### config.mk
export PLATFORM = sky130hd
export DESIGN_NAME = marker_framed_pixel_deframer
export DESIGN_NICKNAME = d
export VERILOG_FILES = /design/src/rtl/core/mfpd_pkg.sv /design/src/rtl/core/marker_framed_pixel_deframer.sv /design/src/rtl/core/mfpd_parser.sv /design/src/rtl/core/mfpd_out_reg.sv
export SDC_FILE = /design/constraint.sdc
export NUM_CORES = 1
export LEC_CHECK = 0
export ABC_CLOCK_PERIOD_IN_PS = 6100
export BUFFER_PORTS_ARGS = -buffer_cell sky130_fd_sc_hd__buf_2
export CORE_MARGIN = 5
export CORE_UTILIZATION = 40
export CTS_BUF_LIST = sky130_fd_sc_hd__clkbuf_4 sky130_fd_sc_hd__clkbuf_8
export CTS_CLUSTER_SIZE = 20
export DETAILED_ROUTE_END_ITERATION = 7
export PLACE_DENSITY = 0.59
export SLEW_MARGIN = 15
export SYNTH_ARGS = -nofsm -noshare
export SYNTH_HDL_FRONTEND = slang
export SYNTH_SLANG_ARGS = --single-unit
### constraint.sdc
create_clock -name clk_i -period 6.1 [get_ports clk_i]
set_input_delay 1.83 -clock clk_i [delete_from_list [all_inputs] [get_ports clk_i]]
set_output_delay 1.83 -clock clk_i [all_outputs]
set_load 0.1 [all_outputs]
### src/rtl/core/mfpd_pkg.sv
// ----------------------------------------------------------------------------
// mfpd_pkg
// Shared types and constants for the marker framed pixel deframer.
// ----------------------------------------------------------------------------
package mfpd_pkg;

  localparam int unsigned SideW  = 12;
  localparam int unsigned CountW = 23;

  // Frame marker, in stream order
  localparam logic [7:0] MARKER [4] = '{8'h46, 8'h52, 8'h41, 8'h4D};

  localparam logic [SideW-1:0] MAX_SIDE_RESET = 12'd2048;

  // One pixel transaction on the output side
  typedef struct packed {
    logic [7:0]       red;
    logic [7:0]       green;
    logic [7:0]       blue;
    logic [SideW-1:0] frame_width;
    logic [SideW-1:0] frame_height;
    logic             first_pixel;
    logic             last_pixel;
  } mfpd_pix_t;

  // Advance the marker match by one byte; a value of 4 means a full match
  function automatic logic [2:0] hunt_step(input logic [1:0] matched,
                                           input logic [7:0] data);
    logic [2:0] nxt;
    if (data == MARKER[matched]) begin
      nxt = {1'b0, matched} + 3'd1;
    end else if (data == MARKER[0]) begin
      nxt = 3'd1;
    end else begin
      nxt = 3'd0;
    end
    return nxt;
  endfunction

endpackage

### src/rtl/core/marker_framed_pixel_deframer.sv
// ----------------------------------------------------------------------------
// marker_framed_pixel_deframer
// Finds FRAM headers in a byte stream and emits the frame's RGB pixels.
// ----------------------------------------------------------------------------
// Throughput: one input byte per clock, with no stall while the sink is ready.
// Output: a pixel is presented in the cycle after its third byte is accepted,
//   held in the single result register.
// Reset: asynchronous, active low; hunts for a marker, max side is 2048.
// ----------------------------------------------------------------------------
module marker_framed_pixel_deframer (
  input  logic        clk_i,
  input  logic        rst_ni,
  input  logic        cfg_we_i,
  input  logic [11:0] cfg_max_side_i,
  input  logic        in_valid_i,
  output logic        in_ready_o,
  input  logic [7:0]  in_byte_i,
  output logic        out_valid_o,
  input  logic        out_ready_i,
  output logic [7:0]  red_o,
  output logic [7:0]  green_o,
  output logic [7:0]  blue_o,
  output logic [11:0] frame_width_o,
  output logic [11:0] frame_height_o,
  output logic        first_pixel_o,
  output logic        last_pixel_o
);
  import mfpd_pkg::*;

  logic      acc;
  logic      pix_valid;
  mfpd_pix_t pix;
  mfpd_pix_t pix_out;

  // Accept a byte whenever the result slot can take one
  assign acc = in_valid_i && in_ready_o;

  mfpd_parser u_parser (
    .clk_i          (clk_i),
    .rst_ni         (rst_ni),
    .cfg_we_i       (cfg_we_i),
    .cfg_max_side_i (cfg_max_side_i),
    .acc_i          (acc),
    .in_byte_i      (in_byte_i),
    .pix_valid_o    (pix_valid),
    .pix_o          (pix)
  );

  mfpd_out_reg u_out_reg (
    .clk_i       (clk_i),
    .rst_ni      (rst_ni),
    .load_i      (pix_valid),
    .pix_i       (pix),
    .out_ready_i (out_ready_i),
    .out_valid_o (out_valid_o),
    .take_ok_o   (in_ready_o),
    .pix_o       (pix_out)
  );

  // Drive result fields
  assign red_o          = pix_out.red;
  assign green_o        = pix_out.green;
  assign blue_o         = pix_out.blue;
  assign frame_width_o  = pix_out.frame_width;
  assign frame_height_o = pix_out.frame_height;
  assign first_pixel_o  = pix_out.first_pixel;
  assign last_pixel_o   = pix_out.last_pixel;

endmodule

### src/rtl/core/mfpd_parser.sv
// ----------------------------------------------------------------------------
// mfpd_parser
// Byte parser: marker hunt, size header check and pixel assembly.
// ----------------------------------------------------------------------------
module mfpd_parser (
  input  logic                clk_i,
  input  logic                rst_ni,
  input  logic                cfg_we_i,
  input  logic [11:0]         cfg_max_side_i,
  input  logic                acc_i,
  input  logic [7:0]          in_byte_i,
  output logic                pix_valid_o,
  output mfpd_pkg::mfpd_pix_t pix_o
);
  import mfpd_pkg::*;

  typedef enum logic [1:0] {
    PH_HUNT = 2'd0,
    PH_SIZE = 2'd1,
    PH_DATA = 2'd2
  } phase_e;

  phase_e             phase_q, phase_d;
  logic [1:0]         mark_q, mark_d;
  logic [23:0]        sz_q, sz_d;
  logic [1:0]         cnt_q, cnt_d;
  logic [1:0]         bip_q, bip_d;
  logic [CountW-1:0]  left_q, left_d;
  logic [CountW-1:0]  total_q, total_d;
  logic [SideW-1:0]   fw_q, fw_d;
  logic [SideW-1:0]   fh_q, fh_d;
  logic [7:0]         red_q, red_d;
  logic [7:0]         green_q, green_d;
  logic [SideW-1:0]   max_side_q;

  logic [15:0]        hdr_w, hdr_h;
  logic               hdr_bad;
  logic [2:0]         m_hunt, m1, m2, m3, m4;
  logic [2*SideW-1:0] area;

  // Header fields as they stand when the last size byte arrives
  assign hdr_w   = sz_q[23:8];
  assign hdr_h   = {sz_q[7:0], in_byte_i};
  assign hdr_bad = (hdr_w == 16'd0) || (hdr_h == 16'd0) ||
                   (hdr_w > {4'd0, max_side_q}) || (hdr_h > {4'd0, max_side_q});
  assign area    = hdr_w[SideW-1:0] * hdr_h[SideW-1:0];

  // Marker match for a live byte and the rescan of a rejected header
  assign m_hunt = hunt_step(mark_q, in_byte_i);
  assign m1     = hunt_step(2'd0, hdr_w[15:8]);
  assign m2     = hunt_step(m1[1:0], hdr_w[7:0]);
  assign m3     = hunt_step(m2[1:0], hdr_h[15:8]);
  assign m4     = hunt_step(m3[1:0], hdr_h[7:0]);

  // Next state per accepted byte
  always_comb begin
    phase_d     = phase_q;
    mark_d      = mark_q;
    sz_d        = sz_q;
    cnt_d       = cnt_q;
    bip_d       = bip_q;
    left_d      = left_q;
    total_d     = total_q;
    fw_d        = fw_q;
    fh_d        = fh_q;
    red_d       = red_q;
    green_d     = green_q;
    pix_valid_o = 1'b0;

    pix_o.red          = red_q;
    pix_o.green        = green_q;
    pix_o.blue         = in_byte_i;
    pix_o.frame_width  = fw_q;
    pix_o.frame_height = fh_q;
    pix_o.first_pixel  = (left_q == total_q);
    pix_o.last_pixel   = (left_q == CountW'(1));

    if (acc_i) begin
      case (phase_q)
        PH_SIZE: begin
          if (cnt_q != 2'd3) begin
            sz_d  = {sz_q[15:0], in_byte_i};
            cnt_d = cnt_q + 2'd1;
          end else begin
            cnt_d = 2'd0;
            if (hdr_bad) begin
              // Rescan the four size bytes for a fresh marker
              if (m4 == 3'd4) begin
                phase_d = PH_SIZE;
                mark_d  = 2'd0;
                sz_d    = '0;
              end else begin
                phase_d = PH_HUNT;
                mark_d  = m4[1:0];
              end
            end else begin
              phase_d = PH_DATA;
              fw_d    = hdr_w[SideW-1:0];
              fh_d    = hdr_h[SideW-1:0];
              total_d = area[CountW-1:0];
              left_d  = area[CountW-1:0];
              bip_d   = 2'd0;
            end
          end
        end
        PH_DATA: begin
          case (bip_q)
            2'd0: begin
              red_d = in_byte_i;
              bip_d = 2'd1;
            end
            2'd1: begin
              green_d = in_byte_i;
              bip_d   = 2'd2;
            end
            2'd2: begin
              pix_valid_o = 1'b1;
              bip_d       = 2'd3;
            end
            default: begin
              // Drop the fourth byte and count the pixel
              bip_d = 2'd0;
              if (left_q > CountW'(1)) begin
                left_d = left_q - CountW'(1);
              end else begin
                left_d  = '0;
                phase_d = PH_HUNT;
                mark_d  = 2'd0;
              end
            end
          endcase
        end
        default: begin
          // Hunt, including the unused phase code
          if (m_hunt == 3'd4) begin
            phase_d = PH_SIZE;
            mark_d  = 2'd0;
            cnt_d   = 2'd0;
            sz_d    = '0;
          end else begin
            phase_d = PH_HUNT;
            mark_d  = m_hunt[1:0];
          end
        end
      endcase
    end
  end

  // Hold parser state and the size register
  always_ff @(posedge clk_i or negedge rst_ni) begin
    if (!rst_ni) begin
      phase_q    <= PH_HUNT;
      mark_q     <= 2'd0;
      sz_q       <= '0;
      cnt_q      <= 2'd0;
      bip_q      <= 2'd0;
      left_q     <= '0;
      total_q    <= '0;
      fw_q       <= '0;
      fh_q       <= '0;
      red_q      <= '0;
      green_q    <= '0;
      max_side_q <= MAX_SIDE_RESET;
    end else begin
      phase_q <= phase_d;
      mark_q  <= mark_d;
      sz_q    <= sz_d;
      cnt_q   <= cnt_d;
      bip_q   <= bip_d;
      left_q  <= left_d;
      total_q <= total_d;
      fw_q    <= fw_d;
      fh_q    <= fh_d;
      red_q   <= red_d;
      green_q <= green_d;
      if (cfg_we_i) begin
        max_side_q <= cfg_max_side_i;
      end
    end
  end

  // A payload always has pixels outstanding
  a_data_left: assert property (@(posedge clk_i) disable iff (!rst_ni)
    phase_q == PH_DATA |-> left_q != '0)
    else $error("payload phase with no pixels left");

  // Size collection always starts from a cleared marker match
  a_size_mark: assert property (@(posedge clk_i) disable iff (!rst_ni)
    phase_q == PH_SIZE |-> mark_q == 2'd0)
    else $error("marker match not cleared in size phase");

  // An emitted pixel moves on to its dropped fourth byte
  a_emit_next: assert property (@(posedge clk_i) disable iff (!rst_ni)
    pix_valid_o |=> (bip_q == 2'd3 && phase_q == PH_DATA))
    else $error("pixel emitted without advancing to fourth byte");

  // An accepted frame header never has a zero width or height
  a_size_ok: assert property (@(posedge clk_i) disable iff (!rst_ni)
    (acc_i && phase_q == PH_SIZE && cnt_q == 2'd3 && !hdr_bad) |=>
      (fw_q != '0 && fh_q != '0))
    else $error("accepted frame with zero size");

endmodule

### src/rtl/core/mfpd_out_reg.sv
// ----------------------------------------------------------------------------
// mfpd_out_reg
// Result register with valid/ready handshake toward the pixel sink.
// ----------------------------------------------------------------------------
module mfpd_out_reg (
  input  logic                clk_i,
  input  logic                rst_ni,
  input  logic                load_i,
  input  mfpd_pkg::mfpd_pix_t pix_i,
  input  logic                out_ready_i,
  output logic                out_valid_o,
  output logic                take_ok_o,
  output mfpd_pkg::mfpd_pix_t pix_o
);
  import mfpd_pkg::*;

  logic      valid_q;
  mfpd_pix_t pix_q;

  // Free when empty or being drained this cycle
  assign take_ok_o   = !valid_q || out_ready_i;
  assign out_valid_o = valid_q;
  assign pix_o       = pix_q;

  // Hold the valid flag
  always_ff @(posedge clk_i or negedge rst_ni) begin
    if (!rst_ni) begin
      valid_q <= 1'b0;
    end else if (load_i) begin
      valid_q <= 1'b1;
    end else if (out_ready_i) begin
      valid_q <= 1'b0;
    end
  end

  // Capture payload
  always_ff @(posedge clk_i) begin
    if (load_i) begin
      pix_q <= pix_i;
    end
  end

endmodule
==> impl_metrics.ini, run 1 <==
[outcome]
outcome = completed

[yosys]
synth_seq_cells = 181
synthArstFlopShare = 0.724
syn_inst = 1305
yosysSeqAreaShare = 0.367
synth-edff-count = 50
yosysUniqueCellTypes = 66
ys_warn_count = 0
synth_top_area_cell = dfrtp_1
synth_ff_type = dfrtp_1
synth_top_cell_area_share = 0.250
avgSynthCellArea_um2 = 9.97
synth_area_leaders = dfrtp_1, fa_1, edfxtp_1
syn-num-nets = 1526
netlist_area_um2 = 13000

[timing]
setup_viol = 0
fin_skew_ns = 0.0161
maxSlewHeadroom = 0.310
max_freq_ghz = 0.168
rsz0062_at_grt = yes
worstMarginPinSlew_ns = 1.03
fin_setup_tns_ns = 0
hold_viol = 0
drv_slew = 0
worst_slack_ns = 0.144
period_share = 0.976
timing.hold.ws_ns = 0.449
min_period_ns = 5.96

[global_routing]
antenna_found_initial = 0
overflow = 0
grt_use_met2 = 0.315
top_usage_layer = met2
met3_usage = 0.0280
met1_usage = 0.232
first_global_vias = 10100
grt_pass1_wl_um = 52600
grt_max_degree = 99
grt_usage = 0.181

[clock_network]
clock_latency_ns = 0.49
clkSinkCount = 181
clock_tree.htree_level_count = 4
cts_tree = yes
cts_inserted_buffers = 17
clockBufferDepth = 2
cts_root_buf = clkbuf_8
path_clk_slew_ns = 0.11

[worst_setup_path]
critPathKind = input pin to flip-flop
crit_required_ns = 6.46
cp_top_family = adder cells
cp-end-kind = flip-flop
cpMostUsedCell = fa_1
cp_data_arrival_time_ns = 6.31
cp_slowest_cell = fa_1
start_kind = input pin
path_max_fanout = 8
critPathMaxStageDelay_ns = 0.53
crit_chain = buf_12, buf_6, and2_4, fa_1, inv_1, fa_1, fa_1, inv_2, fa_1, inv_2, fa_1, inv_2, ha_4, a21oi_4, nor2_2, a211oi_2, o21ai_2, a31oi_2, o211ai_1, xnor2_1, o221ai_1
cp_num_buf_inv = 6

[placed_design]
dp_slack_ns = -0.643
io_buffer_count = 76
gp_congestion = 0.891
dpl.hpwl_um = 24300

[floorplan]
placementRows = 66
pin_count = 77
initial_core_util = 0.402
die_h_um = 190
die_area_um2 = 36200
core_um2 = 32400
die-width_um = 190

[drt]
via_per_inst = 5.13
dr.pass1.iters = 5
drtIter0Drc = 619
ant_nets = 0
wl_per_cell_um = 16.6
vias = 9626
wirelength_um = 31200
drc_errors = 0

[flow_run]
maxCapViolCount = 0

[min_path]
hp-class = flip-flop to flip-flop

[final_layout]
final_common_cell = inv_1
final_nets = 1644
most-common-layout-cells = inv_1, nand2_1, dfrtp_1
antenna_cells = 0
syn2layout_area_growth_pct = 16.2
drive_above_1_share = 0.201
nFillCells = 3093

[power_and_ir_drop]
ir_worst_vdd_mv = 0.186
power.leakage_nw = 7.29
p_per_area_nw_per_um2 = 425
## state kept, by name (all words and copies together), names as in the netlist
name and count:
u_parser.max_side_q 12, u_out_reg.pix_o 50, u_out_reg.out_valid_o 1, u_parser.green_q 8, u_parser.mark_q 2, u_parser.left_q 23
u_parser.bip_q 2, u_parser.cnt_q 2, u_parser.fh_q 12, u_parser.fw_q 12, u_parser.red_q 8, u_parser.sz_q 24
u_parser.total_q 23, u_parser.phase_q 2
## synth_stat cells (3+ instances only)
cell,number
o211ai_1,7
xnor2_1,25
nand3_1,14
ha_1,97
o2111ai_1,3
edfxtp_1,50
o21bai_1,4
and2_1,49
nor4_1,8
or3_1,7
mux2_2,38
nor3b_1,3
a21oi_1,38
o21ai_1,23
o21ai_0,73
o21a_1,6
nand2b_1,6
nor2_1,51
buf_1,3
a21o_1,8
clkbuf_1,57
nor2b_1,5
fa_1,99
or2_1,3
inv_1,182
a31oi_1,8
nand2_1,160
o22a_1,4
and4_1,5
a22o_1,24
or4_1,6
xor2_1,28
a211oi_1,4
dfrtp_1,130
nand4_1,11
nor3_1,26
## area by class of cell
cell class / instances / area (um2) / share of cell area
Clock buffer: 17 / 234 / 0.0155
Clock inverter: 15 / 199 / 0.0132
Inverter: 182 / 683 / 0.0452
Multi-Input combinational cell: 879 / 7570 / 0.500
Sequential cell: 181 / 4780 / 0.316
Tap cell: 442 / 553 / 0.0366
Timing Repair Buffer: 162 / 1110 / 0.0733
## stage by stage
step                      instance area [um2]   util  total power, W  std cells
after detailed placement                14500  0.448         0.00556       1844
after CTS                               15000  0.463         0.00643       1877
after global placement                  14500  0.448         0.00552       1844
after floorplan                         13300      -         0.00432       1305
after global routing                    15100  0.467         0.00705       1878
final                                   15100  0.467         0.00642       1878
## path summary, 6_finish.rpt
kind,cells after the start,to,startpoint,slack [ns]
max,21,u_parser.left_q[21]$_DFFE_PN0P_,in_byte_i[6],0.14
min,0,u_out_reg.pix_o[8]$_DFFE_PP_,u_parser.fh_q[6]$_DFFE_PN0P_,0.45
max reg2reg,15,u_parser.sz_q[2]$_DFFE_PN0P_,u_parser.sz_q[13]$_DFFE_PN0P_,0.58
min reg2reg,0,u_out_reg.pix_o[8]$_DFFE_PP_,u_parser.fh_q[6]$_DFFE_PN0P_,0.45
max in group asynchronous,2,u_parser.fw_q[6]$_DFFE_PN0P_,rst_ni,3.64
min in group asynchronous,1,u_parser.red_q[1]$_DFFE_PN0P_,rst_ni,1.43
## worst reg2reg max path, cell delays in order (launching register included)
cell and delay (ns):
dfrtp_1 0.55, buf_4 0.27, or4_4 0.58, or4_4 0.47, nor3_1 0.23, ha_1 0.28
xnor2_1 0.13, or4_1 0.56, nor4b_1 0.62, nand2_1 0.18, ha_1 0.39, xnor2_1 0.17
o2111a_2 0.26, nand4_2 0.14, a31o_4 0.37, a22o_1 0.25
## routing by layer
metal / vias to the layer above / part of all wire / wire length [um]
met4: 0 / 0.030 / 941
met1: 4781 / 0.43 / 13400
met3: 48 / 0.042 / 1300
li1: 4579 / - / -
met5: - / 0 / 0
met2: 218 / 0.50 / 15500
## cell families (layout without fill, tap and decap cells)
family                     count (synthesis)  count (layout)  share of synthesized area
and+or+nand+nor                          369             369                      0.138
buffers and inverters                    245             376                     0.0719
adders and majority gates                196             196                      0.246
muxes                                     40              40                     0.0344
AOI/OAI and AO/OA                        221             221                      0.107
DFF                                      181             181                      0.367
xor gates and xnor gates                  53              53                     0.0357
## where the power goes
part	internal (W)	leakage [nW]	switching, W	total [W]
clock	0.000320	0.213	0.000531	0.000851
sequential	0.00151	2.22	0.000363	0.00187
combinational	0.00165	4.85	0.00206	0.00370
total	0.00347	7.29	0.00295	0.00642
## repair_timing
item | CTS | global route
pin swaps | 3 | 28
setup buffers | 1 | 1
resized for setup | 6 | 41
hold endpoints to repair | 0 | 0
hold buffers | 0 | 0
setup endpoints to repair | 7 | 19
Note: power is estimated with default switching activity, not from simulation.
==> inputs of run 2 (changes only) <==
- ABC_CLOCK_PERIOD_IN_PS: 6100 -> 7040
- HOLD_SLACK_MARGIN: unset -> 0.02
- clock period: 6.1 -> 7.04 ns (I/O delays scaled with it)
==> run 2 against run 1 <==
Net effect:
- count of clock-buffer cells in the layout unchanged
- hold slack improved by 0.0023 ns
- clock skew increased by 0.012 ns
- critical endpoint is now u_parser.total_q[22]$_DFFE_PN0P_
==> impl_metrics.ini, run 2 (synthesized netlist as in run 1, its figures left out) <==
[timing]
rsz0062_at_grt = no
worstMarginPinSlew_ns = 0.971
max_freq_ghz = 0.151
setup_viol = 0
maxSlewHeadroom = 0.351
min_period_ns = 6.61
hold_viol = 0
period_share = 0.939
fin_skew_ns = 0.0277
drv_slew = 0
worst_slack_ns = 0.431

[clock_network]
clockBufferDepth = 2
path_clk_slew_ns = 0.11
ctsResizeCount = 0
clkSinkCount = 181
clock_latency_ns = 0.48
postCtsSetupBuffers = 0
cts_tree = yes
hold_buffers = 0
clock_tree.htree_level_count = 4
cts_root_buf = clkbuf_8
cts_inserted_buffers = 17

[floorplan]
die_area_um2 = 36200
pin_count = 77
placementRows = 66
die-width_um = 190
die_h_um = 190
core_um2 = 32400
initial_core_util = 0.402

[drt]
vias = 9557
drtIter0Drc = 481
wl_per_cell_um = 17.0
drc_errors = 0
wirelength_um = 31400
via_per_inst = 5.17
dr.pass1.iters = 7
ant_nets = 0

[placed_design]
dpl.hpwl_um = 24500
io_buffer_count = 76
gp_congestion = 0.861
dp_slack_ns = -0.107

[power_and_ir_drop]
p_per_area_nw_per_um2 = 367
ir_worst_vdd_mv = 0.166
power.leakage_nw = 7.10
finalPower_w = 0.00536

[worst_setup_path]
cp_data_arrival_time_ns = 6.96
critPathKind = input pin to flip-flop
r2r_slack_ns = 1.36
path_max_fanout = 6
reg2reg_depth = 19
crit_required_ns = 7.39
cp-end-kind = flip-flop
start_kind = input pin

[global_routing]
first_global_vias = 9896
overflow = 0
grt_max_degree = 84
grt_pass1_wl_um = 53000
antenna_found_initial = 1
grt_usage = 0.183

[final_layout]
largest_reg_flops = 50
final_nets = 1613
multi_input_area_um2 = 7330
syn2layout_area_growth_pct = 12.2
seqCellArea_um2 = 4780
nFillCells = 3118
most-common-layout-cells = inv_1, nand2_1, dfrtp_1
final_common_cell = inv_1
drive_above_1_share = 0.154
antenna_cells = 0

[flow_run]
maxCapViolCount = 0

[min_path]
hp-class = flip-flop to flip-flop
hold_depth = 0

[outcome]
outcome = completed
-- run 2: changes by cell type in the layout (fill, tap and decap cells not counted), sizes merged --
cell and delta:
clkinv -3, bufinv +1, buf -31, inv +2
-- run 2: critical path, cell delays in order --
cell	delay, ns
buf_2	0.13
buf_4	0.16
nand2_1	0.08
fa_1	0.57
inv_1	0.05
fa_1	0.51
fa_1	0.44
fa_1	0.54
inv_1	0.05
fa_1	0.52
inv_1	0.04
ha_1	0.33
and3_1	0.19
nand2_1	0.05
a21oi_1	0.21
o21ai_0	0.13
buf_4	0.15
o2111ai_1	0.18
a21oi_1	0.10
xnor2_1	0.28
o21ai_0	0.12
-- run 2: cell type report --
| class | instances | share of cell area |
|---|---|---|
| sequential | 181 | 0.327 |
| inverter | 182 | 0.0468 |
| multi-input combinational | 879 | 0.502 |
| timing repair buffer | 131 | 0.0547 |
| clock buffer | 17 | 0.0160 |
| clock inverter | 15 | 0.0154 |
| tap | 442 | 0.0379 |
-- run 2: per-stage QoR --
stage	area (um2)	hold WS [ns]	std cells	utilization	TNS (ns)
CTS	14600	0.448	1847	0.451	0
floorplan	13000	0.419	1305	-	0
finish	14600	0.451	1847	0.451	0
global route	14600	0.465	1847	0.451	0
global placement	14100	0.425	1815	0.437	-0.0366
detailed placement	14100	0.431	1815	0.437	-0.232
-- run 2: report_power, final --
part | leakage [nW] | internal (W) | switching [W]
Sequential | 2.22 | 0.00130 | 0.000312
Clock | 0.227 | 0.000318 | 0.000456
Combinational | 4.66 | 0.00122 | 0.00175
-- run 2: metal layers --
metal,up-vias,global-route usage,routed length [um]
met4,2,0.0669,1030
met3,45,0.0293,1270
li1,4529,-,-
met1,4755,0.238,13700
met5,-,0,13
met2,226,0.309,15400
-- run 2: worst paths after layout --
check / end / startpoint
setup / recovery: u_parser.total_q[22]$_DFFE_PN0P_ / in_byte_i[5]
hold / removal: u_out_reg.pix_o[44]$_DFFE_PP_ / u_parser.red_q[2]$_DFFE_PN0P_
setup reg to reg: u_parser.total_q[22]$_DFFE_PN0P_ / u_parser.sz_q[9]$_DFFE_PN0P_
hold reg to reg: u_out_reg.pix_o[44]$_DFFE_PP_ / u_parser.red_q[2]$_DFFE_PN0P_
max in group asynchronous: u_parser.sz_q[13]$_DFFE_PN0P_ / rst_ni
min in group asynchronous: u_parser.max_side_q[10]$_DFFE_PN0P_ / rst_ni
==> inputs of run 3 (changes only) <==
==> constraint.sdc (replaced) <==
create_clock -name clk_i -period 7.04 [get_ports clk_i]
set_input_delay 1.408 -clock clk_i [delete_from_list [all_inputs] [get_ports clk_i]]
set_output_delay 1.408 -clock clk_i [all_outputs]
set_load 0.1 [all_outputs]
==> run 3 against run 2 <==
Net effect:
- global-route usage fell by 0.15 points
- fmax rose by 4.4%
- cell count fell by 1.6%
- hold slack got worse by 0.011 ns
- clock power fell by 12%
- sequential share of layout area rose by 0.74 points
- core utilization fell by 1.0 points
- first-iteration DRC count rose by 19%
- register-to-register slack got worse by 0.36 ns
- sequential cell count did not move
- cell area fell by 2.2%
- critical endpoint is now u_parser.left_q[21]$_DFFE_PN0P_
==> impl_metrics.ini, run 3 (synthesized netlist as in run 1, its figures left out) <==
[clock_network]
clock_latency_ns = 0.49
ctsResizeCount = 0
cts_tree = yes
hold_buffers = 0
cts_inserted_buffers = 17
postCtsSetupBuffers = 0
clock_tree.htree_level_count = 4
clockBufferDepth = 2
cts_root_buf = clkbuf_8
clkSinkCount = 181
path_clk_slew_ns = 0.10

[drt]
vias = 9491
via_per_inst = 5.22
wl_per_cell_um = 17.3
drtIter0Drc = 570
dr.pass1.iters = 5
drc_errors = 0
ant_nets = 0
wirelength_um = 31500

[timing]
fin_skew_ns = 0.0179
drv_slew = 0
period_share = 0.899
rsz0062_at_grt = no
worstMarginPinSlew_ns = 1.02
max_freq_ghz = 0.158
fin_setup_tns_ns = 0
min_period_ns = 6.33
maxSlewHeadroom = 0.318
hold_viol = 0
setup_viol = 0

[placed_design]
gp_congestion = 0.891
io_buffer_count = 76
dpl.hpwl_um = 23800

[worst_setup_path]
cp_data_arrival_time_ns = 6.68
worstSetupStartpoint = in_byte_i[7]
critPathKind = input pin to flip-flop
r2r_end = u_parser.left_q[21]$_DFFE_PN0P_
cp-end-kind = flip-flop
r2r-start = u_parser.sz_q[11]$_DFFE_PN0P_
reg2reg_depth = 20
path_max_fanout = 12
crit_required_ns = 7.39
start_kind = input pin
r2r_slack_ns = 1.00

[power_and_ir_drop]
sw_frac_of_total = 0.477
pwr-share-clk = 0.133
p_int_w = 0.00267
power.leakage_nw = 6.92
p_per_area_nw_per_um2 = 357
power_frac_seq = 0.318
ir_worst_vdd_mv = 0.162
finalPower_w = 0.00509
power_frac_comb = 0.549
switching_power_w = 0.00243

[floorplan]
core_um2 = 32400
placementRows = 66
pin_count = 77
die_area_um2 = 36200
die_h_um = 190
die-width_um = 190
initial_core_util = 0.402

[global_routing]
antenna_found_initial = 0
first_global_vias = 9630
grt_usage = 0.181
grt_max_degree = 72
grt_pass1_wl_um = 52200
overflow = 0

[final_layout]
drive_above_1_share = 0.135
nFillCells = 3196
final_common_cell = inv_1
syn2layout_area_growth_pct = 9.71
largest_reg_flops = 50
final_nets = 1583
most-common-layout-cells = inv_1, nand2_1, dfrtp_1

[flow_run]
maxCapViolCount = 0

[min_path]
hold_depth = 0
min-delay-start = u_parser.fh_q[8]$_DFFE_PN0P_
hp-class = flip-flop to flip-flop
hold_end = u_out_reg.pix_o[10]$_DFFE_PP_

[outcome]
outcome = completed
## run 3: worst max-delay path by stage
stage,endpoint,slack (ns),cells past startpoint
final,u_parser.left_q[21]$_DFFE_PN0P_,0.71,19
after global routing,u_parser.left_q[21]$_DFFE_PN0P_,0.29,21
after CTS,u_parser.left_q[21]$_DFFE_PN0P_,0.70,19
after detailed placement,u_parser.left_q[21]$_DFFE_PN0P_,0.18,19
after global placement,u_parser.left_q[21]$_DFFE_PN0P_,0.36,19
after floorplan,u_parser.left_q[21]$_DFFE_PN0P_,0.31,20
## run 3: area by class of cell
type,instances,area (um2),share of cell area
sequential,181,4780,0.335
antenna,1,2.50,0.000175
tap,442,553,0.0387
inverter,182,683,0.0478
clock inverter,15,136,0.00955
multi-input combinational,879,7320,0.512
timing repair buffer,101,574,0.0402
clock buffer,17,234,0.0164
## run 3: stage by stage
step	hold slack, ns	instances	util	setup slack [ns]	cell area (um2)
2_1_floorplan	0.419	1305	-	0.314	13000
3_3_place_gp	0.425	1785	0.430	0.359	13900
3_5_place_dp	0.428	1785	0.430	0.178	13900
4_1_cts	0.440	1817	0.441	0.701	14300
5_1_grt	0.442	1817	0.441	0.293	14300
6_report	0.441	1818	0.441	0.709	14300
## run 3: worst max-delay path, cell delays in order
cell	delay, ns
buf_2	0.25
nand2_1	0.12
fa_1	0.45
fa_1	0.51
fa_1	0.49
inv_1	0.05
fa_1	0.53
inv_1	0.06
fa_1	0.54
inv_1	0.04
ha_1	0.36
a2111oi_0	0.39
o21ai_0	0.20
a31oi_1	0.28
o21ai_0	0.17
a31oi_1	0.29
o211ai_1	0.15
xnor2_1	0.20
o221ai_1	0.16
## run 3: power groups by stage
stage | logic [W] | registers, W | clock network (W)
after CTS | 0.00284 | 0.00161 | 0.000703
after global routing | 0.00321 | 0.00165 | 0.000744
after floorplan | 0.00212 | 0.00146 | 0
after global placement | 0.00279 | 0.00162 | 0
final | 0.00280 | 0.00162 | 0.000679
after detailed placement | 0.00281 | 0.00163 | 0
## run 3: metal layers
metal | track usage | up-vias | routed length [um]
met5 | 0 | - | 0
met4 | 0.0638 | 0 | 995
met3 | 0.0300 | 50 | 1540
met2 | 0.308 | 268 | 15400
met1 | 0.236 | 4715 | 13600
li1 | - | 4458 | -
